===== src/rtl/lse_pkg.sv =====
// Shared types, constants and the exp(-x) factor table for the logistic score engine.
package lse_pkg;

  localparam int FRAC_BITS   = 16;
  localparam int ACC_W       = 48;
  localparam int EXP_ENTRIES = FRAC_BITS + 4;
  localparam int EXP_IDX_W   = $clog2(EXP_ENTRIES);
  localparam int QUO_W       = 18;
  localparam int NUM_W       = 49;
  localparam int DEN_W       = 34;

  localparam logic [63:0]      ONE_Q62   = 64'd1 << 62;
  localparam logic [ACC_W-1:0] CLAMP_LIM = ACC_W'(8) << FRAC_BITS;

  localparam logic CMD_WRITE   = 1'b0;
  localparam logic CMD_PREDICT = 1'b1;

  typedef logic [EXP_ENTRIES-1:0][63:0] exp_tab_t;

  typedef struct packed {
    logic mem_wr;
    logic item_load;
    logic rd_bias;
    logic rd_coef;
    logic acc_init;
    logic mul_load;
    logic acc_add;
    logic exp_init;
    logic exp_step;
    logic div_init;
    logic div_step;
    logic out_load;
  } ctrl_cmd_t;

  typedef struct packed {
    logic vec_open;
    logic item_last;
    logic exp_done;
    logic div_done;
    logic out_busy;
  } dp_status_t;

  // exp(-2^(j-FRAC_BITS)) in Q2.62: series below one, squaring above
  function automatic exp_tab_t build_exp_tab();
    exp_tab_t     tab;
    logic [63:0]  sum;
    logic [63:0]  term;
    logic [127:0] sq;
    int           s;
    tab = '0;
    for (int j = 0; j < EXP_ENTRIES; j++) begin
      if (j < FRAC_BITS) begin
        s    = FRAC_BITS - j;
        sum  = ONE_Q62;
        term = ONE_Q62;
        for (int n = 1; n < 64; n++) begin
          term = (term >> s) / 64'(n);
          if ((n & 1) != 0) begin
            sum = sum - term;
          end else begin
            sum = sum + term;
          end
        end
        tab[j] = sum;
      end else begin
        sq     = {64'd0, tab[j-1]} * {64'd0, tab[j-1]};
        tab[j] = sq[125:62];
      end
    end
    return tab;
  endfunction

  localparam exp_tab_t EXP_TAB = build_exp_tab();

endpackage


===== src/rtl/lse_ctrl.sv =====
// Sequencer for the logistic score engine: handshake, fetch, accumulate, sigmoid, deliver.
module lse_ctrl (
  input  logic               clk,
  input  logic               rst,
  input  logic               in_valid,
  input  logic               cmd,
  output logic               in_stall,
  input  lse_pkg::dp_status_t status,
  output lse_pkg::ctrl_cmd_t  ctl
);
  import lse_pkg::*;

  typedef enum logic [9:0] {
    S_IDLE    = 10'b0000000001,
    S_BIAS    = 10'b0000000010,
    S_COEF    = 10'b0000000100,
    S_MUL     = 10'b0000001000,
    S_ADD     = 10'b0000010000,
    S_CLAMP   = 10'b0000100000,
    S_EXP     = 10'b0001000000,
    S_DIVINIT = 10'b0010000000,
    S_DIV     = 10'b0100000000,
    S_DONE    = 10'b1000000000
  } state_t;

  state_t state;
  state_t state_next;
  logic   accept;

  assign in_stall = (state != S_IDLE);
  assign accept   = in_valid && (state == S_IDLE);

  always_comb begin
    state_next = state;
    ctl        = '0;
    case (state)
      S_IDLE: begin
        if (in_valid) begin
          if (cmd == CMD_WRITE) begin
            ctl.mem_wr = 1'b1;
          end else begin
            ctl.item_load = 1'b1;
            state_next    = status.vec_open ? S_COEF : S_BIAS;
          end
        end
      end
      S_BIAS: begin
        ctl.rd_bias = 1'b1;
        state_next  = S_COEF;
      end
      S_COEF: begin
        ctl.rd_coef  = 1'b1;
        ctl.acc_init = !status.vec_open;
        state_next   = S_MUL;
      end
      S_MUL: begin
        ctl.mul_load = 1'b1;
        state_next   = S_ADD;
      end
      S_ADD: begin
        ctl.acc_add = 1'b1;
        state_next  = status.item_last ? S_CLAMP : S_IDLE;
      end
      S_CLAMP: begin
        ctl.exp_init = 1'b1;
        state_next   = S_EXP;
      end
      S_EXP: begin
        ctl.exp_step = 1'b1;
        if (status.exp_done) begin
          state_next = S_DIVINIT;
        end
      end
      S_DIVINIT: begin
        ctl.div_init = 1'b1;
        state_next   = S_DIV;
      end
      S_DIV: begin
        ctl.div_step = 1'b1;
        if (status.div_done) begin
          state_next = S_DONE;
        end
      end
      S_DONE: begin
        if (!status.out_busy) begin
          ctl.out_load = 1'b1;
          state_next   = S_IDLE;
        end
      end
      default: begin
        state_next = S_IDLE;
      end
    endcase
  end

  always_ff @(posedge clk) begin
    if (rst) begin
      state <= S_IDLE;
    end else begin
      state <= state_next;
    end
  end

  a_write_stays_idle: assert property (@(posedge clk) disable iff (rst)
    accept && (cmd == CMD_WRITE) |=> state == S_IDLE)
    else $error("coefficient write started a sequence");

  a_first_fetches_bias: assert property (@(posedge clk) disable iff (rst)
    accept && (cmd == CMD_PREDICT) && !status.vec_open |=> state == S_BIAS)
    else $error("first predictor skipped the intercept fetch");

  a_deliver_from_done: assert property (@(posedge clk) disable iff (rst)
    ctl.out_load |=> $past(state == S_DONE) && state == S_IDLE)
    else $error("result delivered outside the done step");

endmodule


===== config.mk =====
export PLATFORM = sky130hd
export DESIGN_NAME = lse_ctrl
export DESIGN_NICKNAME = d
export VERILOG_FILES = /design/src/rtl/lse_pkg.sv /design/src/rtl/lse_ctrl.sv
export SDC_FILE = /design/constraint.sdc
export NUM_CORES = 1
export LEC_CHECK = 0
export ABC_CLOCK_PERIOD_IN_PS = 1700
export BUFFER_PORTS_ARGS = -buffer_cell sky130_fd_sc_hd__buf_2
export CAP_MARGIN = 20
export CORE_MARGIN = 2
export CORE_UTILIZATION = 43
export DETAILED_ROUTE_END_ITERATION = 10
export PLACE_DENSITY = 0.72
export SLEW_MARGIN = 10
export SYNTH_ARGS = -nofsm -noshare
export SYNTH_HDL_FRONTEND = slang
export SYNTH_SLANG_ARGS = --single-unit

===== constraint.sdc =====
create_clock -name clk -period 1.7 [get_ports clk]
set_input_delay 0.425 -clock clk [delete_from_list [all_inputs] [get_ports clk]]
set_output_delay 0.425 -clock clk [all_outputs]
set_load 0.05 [all_outputs]

# Word level (Yosys, flattened, before mapping)
# Cells that the tools add are included.
# W data, S select, Z words.
# classes
eq_ne	16
muxes	22
reduce_logical	2
# op_table
operator	n
$pmux W10 S10	1
$mux W10	5
$mux W1	11
$eq A10 B1 Y1 const B	1
$eq A10 B10 Y1 const B	1
$eq A10 B2 Y1 const B	1
$eq A10 B3 Y1 const B	1
$eq A10 B4 Y1 const B	1
$eq A10 B5 Y1 const B	1
$eq A10 B6 Y1 const B	1
$eq A10 B7 Y1 const B	1
$eq A10 B8 Y1 const B	1
$eq A10 B9 Y1 const B	1
$ne A10 B1 Y1 const B	1
$ne A2 B2 Y1 const B	5
$mux W2	3
$mux W6	1
$reduce_and A5 Y1	1
$mux W3	1
$logic_not A1 Y1	1
# totals
regBits	10
wordCells	41

# Longest topological paths before layout
# Gate-level depths: netlist of the first run.
# depth
ltp_word	4
mapped_depth	6

# Worst setup path after synthesis of the first run
# OpenSTA, ideal clock, no wires.
# synth_timing
path_type	register to output
start	reg state[8]
end	out ctl[6] in the netlist's numbering
arrival_ns	2.440
required_time_ns	1.275
slack_ns	-1.165
path_stages_with_launch	5
path_buffers	1
cell_sequence	dfxtp_1 > clkbuf_1 > nor2_1 > nand3_1 > nor4b_1
# synth_lines
item	line_no	rtl
start: declaration	lse_ctrl.sv:26	state_t state;
start signal: assignment	lse_ctrl.sv:100	state <= state_next;
end: declaration	lse_ctrl.sv:9	output lse_pkg::ctrl_cmd_t ctl

==> results of run 1 <==
[cell families after synthesis]
group	count (synthesis)	synth area share, %
AO/OA/AOI/OAI	13	12.6
flip-flops	10	29.3
AND/OR/NAND/NOR	47	47.3
buffers and inverters	9	5.49
XOR/XNOR	3	3.85
multiplexers	1	1.47
[timing repair]
action,in CTS,in global routing
setup buffers,4,10
pin swaps,12,7
endpoints found under the setup margin,17,21
resized for setup,44,22
[stage by stage]
step	instance area (sq um)	setup slack, ps	std cells	total power [uW]
after detailed placement	1110	-341	143	666
after CTS	1310	-529	151	918
after global placement	1110	-319	143	655
final	1460	-628	160	1090
after global routing	1460	-662	160	1110
after floorplan	816	-330	83	523
[final cells by class]
class | count | area, sq um
Clock buffer | 4 | 26.3
Multi-Input combinational cell | 64 | 633
Sequential cell | 10 | 215
Tap cell | 16 | 20.0
Timing Repair Buffer | 61 | 543
Fill cell | 24 | 43.8
Inverter | 5 | 25.0
[Yosys cell counts (all sizes together)]
library cell  instances  share of area (%)
dfxtp                10                 29
nor4bb                1                1.5
nor2                 11                6.0
o22a                  1                1.3
o311ai                1                1.3
mux2i                 1                1.5
o21ba                 1                1.5
nand4                 2                1.8
nor3b                 1                1.1
or4b                  2                3.5
a21oi                 3                2.7
o211ai                1                1.1
or4                   1                1.6
buf                   3                2.2
nand4b                1                1.3
nor3                  4                6.0
a211oi                1                1.1
and4b                 1                1.5
and3                  3                2.7
xor2                  3                3.8
nand2b                1               0.92
o21ai                 5                3.7
nand3                 2                1.5
clkbuf                1               0.55
and2                  1               0.92
nand2                 5                2.7
nor4                  4                4.6
or2                   1               0.92
nor4b                 6                8.6
inv                   5                2.7
[per-layer routing]
layer / wire length [microns] / GRT usage [%] / up-vias
met5: 0 / 0 / -
met4: 344 / 6.67 / 0
met3: 406 / 4.58 / 40
met2: 2030 / 51.8 / 117
met1: 1510 / 35.0 / 520
li1: - / - / 435
[power groups by stage]
stage                     clock network, uW  logic (uW)  registers (uW)
after global placement                    0         394             261
after detailed placement                  0         404             262
final                                   196         630             260
after global routing                    206         648             258
after CTS                               179         486             254
after floorplan                           0         255             268
[layout by cell type (no fill, tap or decap), types with 2 or more instances in the layout]
master    netlist  layout
dfxtp_4         0       3
or4b_4          1       2
buf_6           0      14
nor2_4          0       4
clkbuf_4        0       3
dfxtp_2         0       3
nand3_2         0       2
nor4_4          0       2
buf_4           0      32
nand2_2         0       3
o21ai_0         5       4
xor2_1          3       3
buf_2           3       8
dfxtp_1        10       4
nor4b_4         0       3
nor2_1         11       7
nor4b_2         1       3
a21oi_1         2       2
inv_2           0       2
nor3_4          1       3
buf_8           0       7
nand4_1         2       2
[path summary, 6_finish.rpt]
kind                  start        to  slack [ps]  depth (start not counted)
hold reg to reg    state[1]  state[3]         790                          3
setup reg to reg   state[7]  state[4]        -240                          7
setup / recovery   state[7]   ctl[11]        -630                          5
hold / removal    status[4]  state[1]         360                          2
==> results.sh, run 1 <==
export IMPL_ys_warn_count=0
export IMPL_cts_root_buf="clkbuf_4"
export IMPL_crit_buf_inv=1
export IMPL_status="finished with violations"
export IMPL_insertion_delay_ps=290
export IMPL_rsz0062_at_grt="yes"
export IMPL_seq_power_share_pct=23.9
export IMPL_fmax_mhz=429
export IMPL_postRouteAntennaNets=0
export IMPL_postLayoutSetupSlackWorst_ps=-628
export IMPL_grt_pass1_wl_microns=4070
export IMPL_num_rows=14
export IMPL_drt_initial_drc_count=100
export IMPL_clk_path_buf_depth=2
export IMPL_grt_overflow_total=0
export IMPL_numCtsBuffers=3
export IMPL_slowest_stage="or4_4"
export IMPL_grt_max_degree=9
export IMPL_start_kind="flop"
export IMPL_clkPwrFrac_pct=18.1
export IMPL_drive_gt1_share_pct=74.3
export IMPL_reg_largest_list="state x10"
export IMPL_syn_nets=92
export IMPL_final_util_pct=97.1
export IMPL_p_leak_uw=0.000649
export IMPL_max_stage_delay_ps=580
export IMPL_start_util_pct=45.3
export IMPL_vdd_drop_max_mv=0.850
export IMPL_hold_slack_ps=362
export IMPL_violations="negative setup slack"
export IMPL_swShare_pct=41.8
export IMPL_cts_hold_buf=0
export IMPL_path_cells="or4_4 > nor3_4 > nand2_2 > nor2_4 > buf_6"
export IMPL_hpwl_microns=1690
export IMPL_clkSinkCount=10
export IMPL_netlist_area_sq_um=683
export IMPL_die_w_microns=43.9
export IMPL_hp_class="in -> reg"
export IMPL_power_density_nw_per_um2=742
export IMPL_cp_data_required_time_ps=1270
export IMPL_firstDrtPassIters=4
export IMPL_via_per_inst=6.95
export IMPL_tightestPinTransition_ps=408
export IMPL_finalNetCount=154
export IMPL_port_buffers=21
export IMPL_largest_reg_flops=10
export IMPL_gp_congestion=0.783
export IMPL_cts_tree="built"
export IMPL_grtUsageTotal_pct=28.6
export IMPL_num_antenna_cells=0
export IMPL_post_drt_wl_per_cell_microns=26.8
export IMPL_die_area_sq_um=1920
export IMPL_top_register="state"
export IMPL_synth_cells=83
export IMPL_finalSetupViolations=22
export IMPL_critPathTopFamily="simple AND/OR/NAND/NOR gates"
export IMPL_max_slew_margin_pct=72.4
export IMPL_clk_pin_slew_ps=70
export IMPL_maxSlewViolCount=0
export IMPL_syn_to_final_growth_pct=114
export IMPL_die_h_microns=43.9
export IMPL_p_int_uw=632
export IMPL_synth_yosys_seq_area_share_pct=29.3
export IMPL_antenna_found_initial=0
export IMPL_fp_coreArea_sq_um=1510
export IMPL_grt_pass1_vias=889
export IMPL_critPathCaptureType="primary output"
export IMPL_io_pins=22
export IMPL_cap_violations=0
export IMPL_p_switching_uw=454
export IMPL_vias=1112
export IMPL_fin_crit_sh_pct=137
export IMPL_htree_levels=1
export IMPL_synthDistinctLibCells=36
export IMPL_routed_wl_microns=4300
export IMPL_post_route_drc_count=0
export IMPL_p_comb_share_pct=58.0
export IMPL_ys_seq_elements=10
export IMPL_cp_max_fo=6
export IMPL_worst_setup_path_type="reg -> out"
export IMPL_cp_data_arrival_time_ps=1900
export IMPL_finalSetupTns_ps=-7860
export IMPL_avgSynthCellArea_sq_um=8.23
export IMPL_layout_min_cycle_time_ps=2330
export IMPL_skew_ps=1.80
export IMPL_hold_viol_final=0
Note: power is estimated with default switching activity, not from simulation.
==> run 2: changes to the inputs <==
Settings changed: BUFFER_PORTS_ARGS -buffer_cell sky130_fd_sc_hd__buf_2 to default, CORE_AREA from default to 2 2 39 41, CORE_MARGIN 2 to default, CORE_UTILIZATION 43 to default, DIE_AREA from default to 0 0 41 43, DONT_BUFFER_PORTS from default to 1, PLACE_DENSITY 0.72 to 0.69, SETUP_SLACK_MARGIN from default to 0.1.
==> run 2 against run 1 <==
  * The flow now stops in global routing (5_1_grt)
  * Synthesized area is the same
  * Synthesized cell count stayed put
==> results.sh, run 2 <==
export IMPL_htree_levels=1
export IMPL_crit_endpoint="ctl[7]"
export IMPL_netlist_area_sq_um=683
export IMPL_io_pins=22
export IMPL_syn_nets=92
export IMPL_ys_top_cells_by_count="nor2_1, dfxtp_1"
export IMPL_status="did not finish"
export IMPL_synthDistinctLibCells=36
export IMPL_numCtsBuffers=3
export IMPL_clk_path_buf_depth=2
export IMPL_cts_root_buf="clkbuf_4"
export IMPL_avgSynthCellArea_sq_um=8.23
export IMPL_synth_edff_count=0
export IMPL_cts_hold_buf=0
export IMPL_synth_cells=83
export IMPL_synth_top_area_share_pct=29.3
export IMPL_synth_yosys_seq_area_share_pct=29.3
export IMPL_ys_seq_elements=10
export IMPL_hpwl_microns=1610
export IMPL_ys_warn_count=0
export IMPL_error_line="[ERROR DPL-0038] Utilization greater than 100%, impossible to legalize"
export IMPL_die_h_microns=43
export IMPL_synthFlopType="dfxtp_1"
export IMPL_grt_max_degree=12
export IMPL_start_util_pct=49.4
export IMPL_synth_top_cells_by_area="dfxtp_1, nor4b_1, nor2_1, xor2_1, o21ai_0"
export IMPL_yosysMostFrequentCell="nor2_1"
export IMPL_clkSinkCount=10
export IMPL_async_flop_share_pct=0
export IMPL_port_buffers=0
export IMPL_die_w_microns=41
export IMPL_endpoint_type="primary output"
export IMPL_synth_largest_area_cell="dfxtp_1"
export IMPL_failed_stage="global routing (5_1_grt)"
export IMPL_gp_congestion=0.809
export IMPL_num_rows=14
-- run 2: cell counts after synthesis --
Identical to the previous run, type by type.
-- run 2: cell families after synthesis --
family	count (synthesis)	share of synthesized area (%)
AND/OR/NAND/NOR	47	47.3
AO/OA/AOI/OAI	13	12.6
flip-flops	10	29.3
buffers and inverters	9	5.49
XOR/XNOR	3	3.85
multiplexers	1	1.47
-- run 2: per-stage QoR --
stage	util [%]	setup WS, ps	cells	area (sq um)
after global placement	80.7	-238	122	1120
after CTS	96.7	-489	137	1340
after detailed placement	80.7	-245	122	1120
after floorplan	-	-329	83	826
-- run 2: repair_timing --
action	in CTS
gates resized for setup	22
endpoints found under the setup margin	23
buffers inserted	12
pin swaps	18
==> run 3: changes to the inputs <==
Settings changed: ABC_CLOCK_PERIOD_IN_PS 1700 to 2200, CORE_AREA 2 2 39 41 to 2 2 63 65, DIE_AREA 0 0 41 43 to 0 0 65 67, PLACE_DENSITY 0.69 to default, PLACE_DENSITY_LB_ADDON from default to 0.15, SETUP_SLACK_MARGIN 0.1 to default.
Clock period 1.7 ns to 2.2 ns, I/O delays scaled along.
==> run 3 against run 2 <==
  * The flow now finishes, with violations (negative setup slack)
==> results.sh, run 3 (same netlist as run 1, synthesis figures left out) <==
export IMPL_status="finished with violations"
export IMPL_violations="negative setup slack"
export IMPL_finalSetupTns_ps=-164
export IMPL_rrSetupSlack_ps=400
export IMPL_numCtsBuffers=3
export IMPL_hp_start="rst"
export IMPL_firstDrtPassIters=4
export IMPL_start_kind="flop"
export IMPL_clk_path_buf_depth=2
export IMPL_p_total_uw=730
export IMPL_r2r_start="state[6]"
export IMPL_placed_cell_area_sq_um=1050
export IMPL_holdPathEnd="state[5]"
export IMPL_p_int_uw=481
export IMPL_postLayoutSetupSlackWorst_ps=-73.0
export IMPL_vdd_drop_max_mv=0.228
export IMPL_skew_ps=5.30
export IMPL_seq_power_share_pct=28.2
export IMPL_maxSlewViolCount=0
export IMPL_reg2reg_depth=6
export IMPL_via_per_inst=4.61
export IMPL_top_register="state"
export IMPL_final_util_pct=32.7
export IMPL_cp_data_required_time_ps=1650
export IMPL_max_slew_margin_pct=62.1
export IMPL_num_antenna_cells=0
export IMPL_insertion_delay_ps=240
export IMPL_rsz0062_at_grt="yes"
export IMPL_fmax_mhz=440
export IMPL_path_cells="or4b_4 > nor3_4 > and3_4 > buf_12"
export IMPL_p_comb_share_pct=39.5
export IMPL_n_fill_cell=355
export IMPL_io_pins=22
export IMPL_r2r_end="state[9]"
export IMPL_cp_data_arrival_time_ps=1720
export IMPL_cts_hold_buf=0
export IMPL_p_switching_uw=248
export IMPL_hold_path_depth=1
export IMPL_die_h_microns=67
export IMPL_multi_input_area_sq_um=538
export IMPL_clkPwrFrac_pct=32.3
export IMPL_finalSetupViolations=4
export IMPL_antenna_found_initial=0
export IMPL_start_util_pct=18.9
export IMPL_drt_initial_drc_count=10
export IMPL_critPathCaptureType="primary output"
export IMPL_grt_pass1_vias=701
export IMPL_grt_overflow_total=0
export IMPL_hold_viol_final=0
export IMPL_p_leak_uw=0.000492
export IMPL_num_rows=22
export IMPL_syn_to_final_growth_pct=72.3
export IMPL_gp_congestion=0.808
export IMPL_grt_max_degree=9
export IMPL_hp_class="in -> reg"
export IMPL_seq_area_sq_um=208
export IMPL_clk_pin_slew_ps=50
export IMPL_hpwl_microns=1590
export IMPL_post_drt_wl_per_cell_microns=12.7
export IMPL_tightestPinTransition_ps=560
export IMPL_worst_setup_path_type="reg -> out"
export IMPL_finalNetCount=120
export IMPL_cts_root_buf="clkbuf_8"
export IMPL_swShare_pct=34.0
export IMPL_largest_reg_flops=10
export IMPL_die_area_sq_um=4360
export IMPL_max_stage_delay_ps=570
export IMPL_cts_tree="built"
export IMPL_layout_commonest_cell="buf_4"
export IMPL_postRouteAntennaNets=0
export IMPL_clkSinkCount=10
export IMPL_grtUsageTotal_pct=10.1
export IMPL_fin_crit_sh_pct=103
export IMPL_die_w_microns=65
export IMPL_grt_pass1_wl_microns=3220
export IMPL_slowest_stage="or4b_4"
export IMPL_fp_coreArea_sq_um=3610
export IMPL_reg_largest_list="state x10"
export IMPL_cap_violations=0
export IMPL_routed_wl_microns=2000
export IMPL_post_route_drc_count=0
export IMPL_power_density_nw_per_um2=620
export IMPL_final_cell_mix="buf_4, nor2_1, buf_12"
export IMPL_port_buffers=0
export IMPL_dp_slack_ps=81.1
export IMPL_htree_levels=1
export IMPL_layout_min_cycle_time_ps=2270
export IMPL_vias=729
export IMPL_cp_max_fo=6
export IMPL_fin_area_sq_um=1180
export IMPL_drive_gt1_share_pct=53.6
[run 3: power by group through the flow]
| stage | Clock [uW] | Combinational (uW) | Sequential [uW] |
|---|---|---|---|
| 6_report | 236 | 288 | 206 |
| 4_1_cts | 241 | 282 | 202 |
| 3_3_place_gp | 0 | 264 | 203 |
| 2_1_floorplan | 0 | 179 | 204 |
| 3_5_place_dp | 0 | 261 | 203 |
| 5_1_grt | 251 | 311 | 208 |
[run 3: worst max-delay path, delay by kind of cell, from the launching register on]
family / cells / cell delay [ps]
buffers and inverters: 1 / 130
DFF: 1 / 350
and+or+nand+nor: 3 / 1000
[run 3: how the worst max path moves through the flow]
stage	startpoint	end	slack [ps]	depth (start not counted)
4_1_cts	state[4]	ctl[7]	-90	5
2_1_floorplan	state[7]	ctl[0]	-140	3
5_1_grt	state[4]	ctl[10]	-140	4
3_3_place_gp	state[0]	ctl[8]	100	5
3_5_place_dp	state[0]	ctl[7]	80	5
6_report	state[4]	ctl[10]	-70	4
[run 3: layout make-up]
| cell class | count | area share (%) |
|---|---|---|
| well taps | 48 | 5.10 |
| clock buffers | 4 | 4.68 |
| flip-flops and latches | 10 | 17.6 |
| multi-input cells | 64 | 45.7 |
| inverters | 5 | 1.59 |
| repair buffers | 27 | 25.3 |
[run 3: metrics by stage]
step                      std cells  hold slack [ps]
after floorplan                  83              561
after global placement          153              590
after detailed placement        153              591
after CTS                       158              370
after global routing            158              366
final                           158              367
[run 3: repair_timing]
action | in CTS | in global routing
hold endpoints to repair | 0 | 0
resized for setup | 11 | 8
pin swaps | 6 | 4
endpoints found under the setup margin | 9 | 12
setup buffers | 1 | 0
[run 3: per-layer routing]
layer | routed length, microns | part of all wire (%) | global-route usage [%] | up-vias
met5 | 0 | 0 | 0 | -
met4 | 17 | 0.85 | 3.99 | 0
met3 | 107 | 5.4 | 3.72 | 3
met2 | 1060 | 53 | 17.9 | 18
met1 | 819 | 41 | 10.7 | 342
li1 | - | - | - | 366
==> run 4: changes to the inputs <==
Settings changed: PLACE_DENSITY_LB_ADDON 0.15 to default.
==> run 4 against run 3 <==
  * The flow still finishes with violations (negative setup slack)
  * Sequential share of layout area is 0.24 points higher
  * Global-route usage is 0.36 points higher
  * Sequential cell count stayed put
  * Non-clock buffer count is 2 higher
  * Via count is 6.7% higher
  * Setup slack worse by 51 ps
  * Clock skew is 1.9 ps higher
  * Clock-buffer cell count stayed put
==> results.sh, run 4 (same netlist as run 1, synthesis figures left out) <==
export IMPL_status="finished with violations"
export IMPL_violations="negative setup slack"
export IMPL_postRouteAntennaNets=0
export IMPL_die_area_sq_um=4360
export IMPL_htree_levels=1
export IMPL_routed_top_layer="met4"
export IMPL_cp_data_required_time_ps=1650
export IMPL_io_pins=22
export IMPL_insertion_delay_ps=240
export IMPL_hpwl_microns=1590
export IMPL_critPathTopFamily="simple AND/OR/NAND/NOR gates"
export IMPL_critPathCaptureType="primary output"
export IMPL_seq_power_share_pct=26.8
export IMPL_crit_buf_inv=1
export IMPL_via_per_inst=4.86
export IMPL_top_register="state"
export IMPL_wl_met3_microns=233
export IMPL_clkSinkCount=10
export IMPL_p_switching_uw=256
export IMPL_hold_viol_final=0
export IMPL_final_util_pct=32.8
export IMPL_clkPwrFrac_pct=31.6
export IMPL_skew_ps=7.19
export IMPL_drive_gt1_share_pct=54.5
export IMPL_tightestPinTransition_ps=454
export IMPL_max_slew_margin_pct=69.2
export IMPL_post_route_drc_count=0
export IMPL_fin_crit_sh_pct=106
export IMPL_worst_setup_path_type="reg -> out"
export IMPL_final_cell_mix="buf_4, nor2_1, o21ai_0, buf_12, dfxtp_1"
export IMPL_die_h_microns=67
export IMPL_postLayoutSetupSlackWorst_ps=-124
export IMPL_clk_path_buf_depth=2
export IMPL_cap_violations=0
export IMPL_post_drt_wl_per_cell_microns=13.9
export IMPL_layout_min_cycle_time_ps=2320
export IMPL_clk_pin_slew_ps=50
export IMPL_finalSetupViolations=6
export IMPL_fmax_mhz=430
export IMPL_p_total_uw=736
export IMPL_rsz0062_at_grt="yes"
export IMPL_finalNetCount=122
export IMPL_cp_data_arrival_time_ps=1770
export IMPL_antenna_found_initial=0
export IMPL_dp_slack_ps=76.3
export IMPL_routed_wl_microns=2220
export IMPL_vias=778
export IMPL_grt_overflow_total=0
export IMPL_path_cells="nor3_4 > nand3_2 > or4b_4 > nor2_4 > buf_12"
export IMPL_slowest_stage="or4b_4"
export IMPL_gp_congestion=0.982
export IMPL_rrSetupSlack_ps=480
export IMPL_maxSlewViolCount=0
export IMPL_grt_pass1_wl_microns=3460
export IMPL_power_density_nw_per_um2=623
export IMPL_start_util_pct=18.9
export IMPL_swShare_pct=34.8
export IMPL_die_w_microns=65
export IMPL_num_antenna_cells=0
export IMPL_cts_tree="built"
export IMPL_vdd_drop_max_mv=0.488
export IMPL_routed_wl_met2_microns=1180
export IMPL_numCtsBuffers=3
export IMPL_max_stage_delay_ps=590
export IMPL_p_leak_uw=0.000499
export IMPL_grtUsageTotal_pct=10.4
export IMPL_p_comb_share_pct=41.6
export IMPL_cts_root_buf="clkbuf_8"
export IMPL_firstDrtPassIters=4
export IMPL_fp_coreArea_sq_um=3610
export IMPL_layout_commonest_cell="buf_4"
export IMPL_largest_reg_flops=10
export IMPL_num_rows=22
export IMPL_cp_max_fo=5
export IMPL_grt_pass1_vias=787
export IMPL_p_int_uw=480
export IMPL_grt_max_degree=9
export IMPL_port_buffers=0
export IMPL_start_kind="flop"
export IMPL_hold_slack_ps=374
export IMPL_reg_largest_list="state x10"
export IMPL_hp_class="in -> reg"
export IMPL_drt_initial_drc_count=7
export IMPL_finalSetupTns_ps=-398
export IMPL_wl_met1_microns=787
export IMPL_syn_to_final_growth_pct=73.1
## run 4: layout make-up
type / count / area (sq um)
timing repair buffer: 29 / 288
clock buffer: 4 / 55.1
inverter: 5 / 18.8
tap: 48 / 60.1
multi-input combinational: 64 / 549
fill: 364 / 2420
sequential: 10 / 211
## run 4: worst paths after layout
| path | startpoint | endpoint | depth (start not counted) |
|---|---|---|---|
| hold reg to reg | state[4] | state[5] | 2 |
| setup / recovery | state[4] | ctl[7] | 5 |
| hold / removal | rst | state[5] | 1 |
| setup reg to reg | state[3] | state[1] | 4 |
## run 4: per-layer routing
metal  global-route usage [%]  vias up
met3                     4.56        4
li1                         -      363
met5                        0        -
met4                     2.13        0
met1                     10.5      372
met2                     19.8       39
## run 4: repair_timing
item | CTS | global route
endpoints found under the setup margin | 9 | 13
endpoints found under the hold margin | 0 | 0
pin swaps | 6 | 9
resized for setup | 12 | 10
buffers inserted | 6 | 1
hold buffers | 0 | 0
## run 4: through the flow
stage | instances | area (sq um)
after floorplan | 83 | 726
after global placement | 149 | 995
after detailed placement | 149 | 995
after CTS | 159 | 1140
after global routing | 160 | 1180
final | 160 | 1180
## run 4: power by group through the flow
stage / Combinational, uW / Clock [uW] / Sequential [uW]
2_1_floorplan: 179 / 0 / 204
3_3_place_gp: 261 / 0 / 200
3_5_place_dp: 265 / 0 / 200
4_1_cts: 290 / 232 / 195
5_1_grt: 325 / 247 / 199
6_report: 306 / 233 / 198
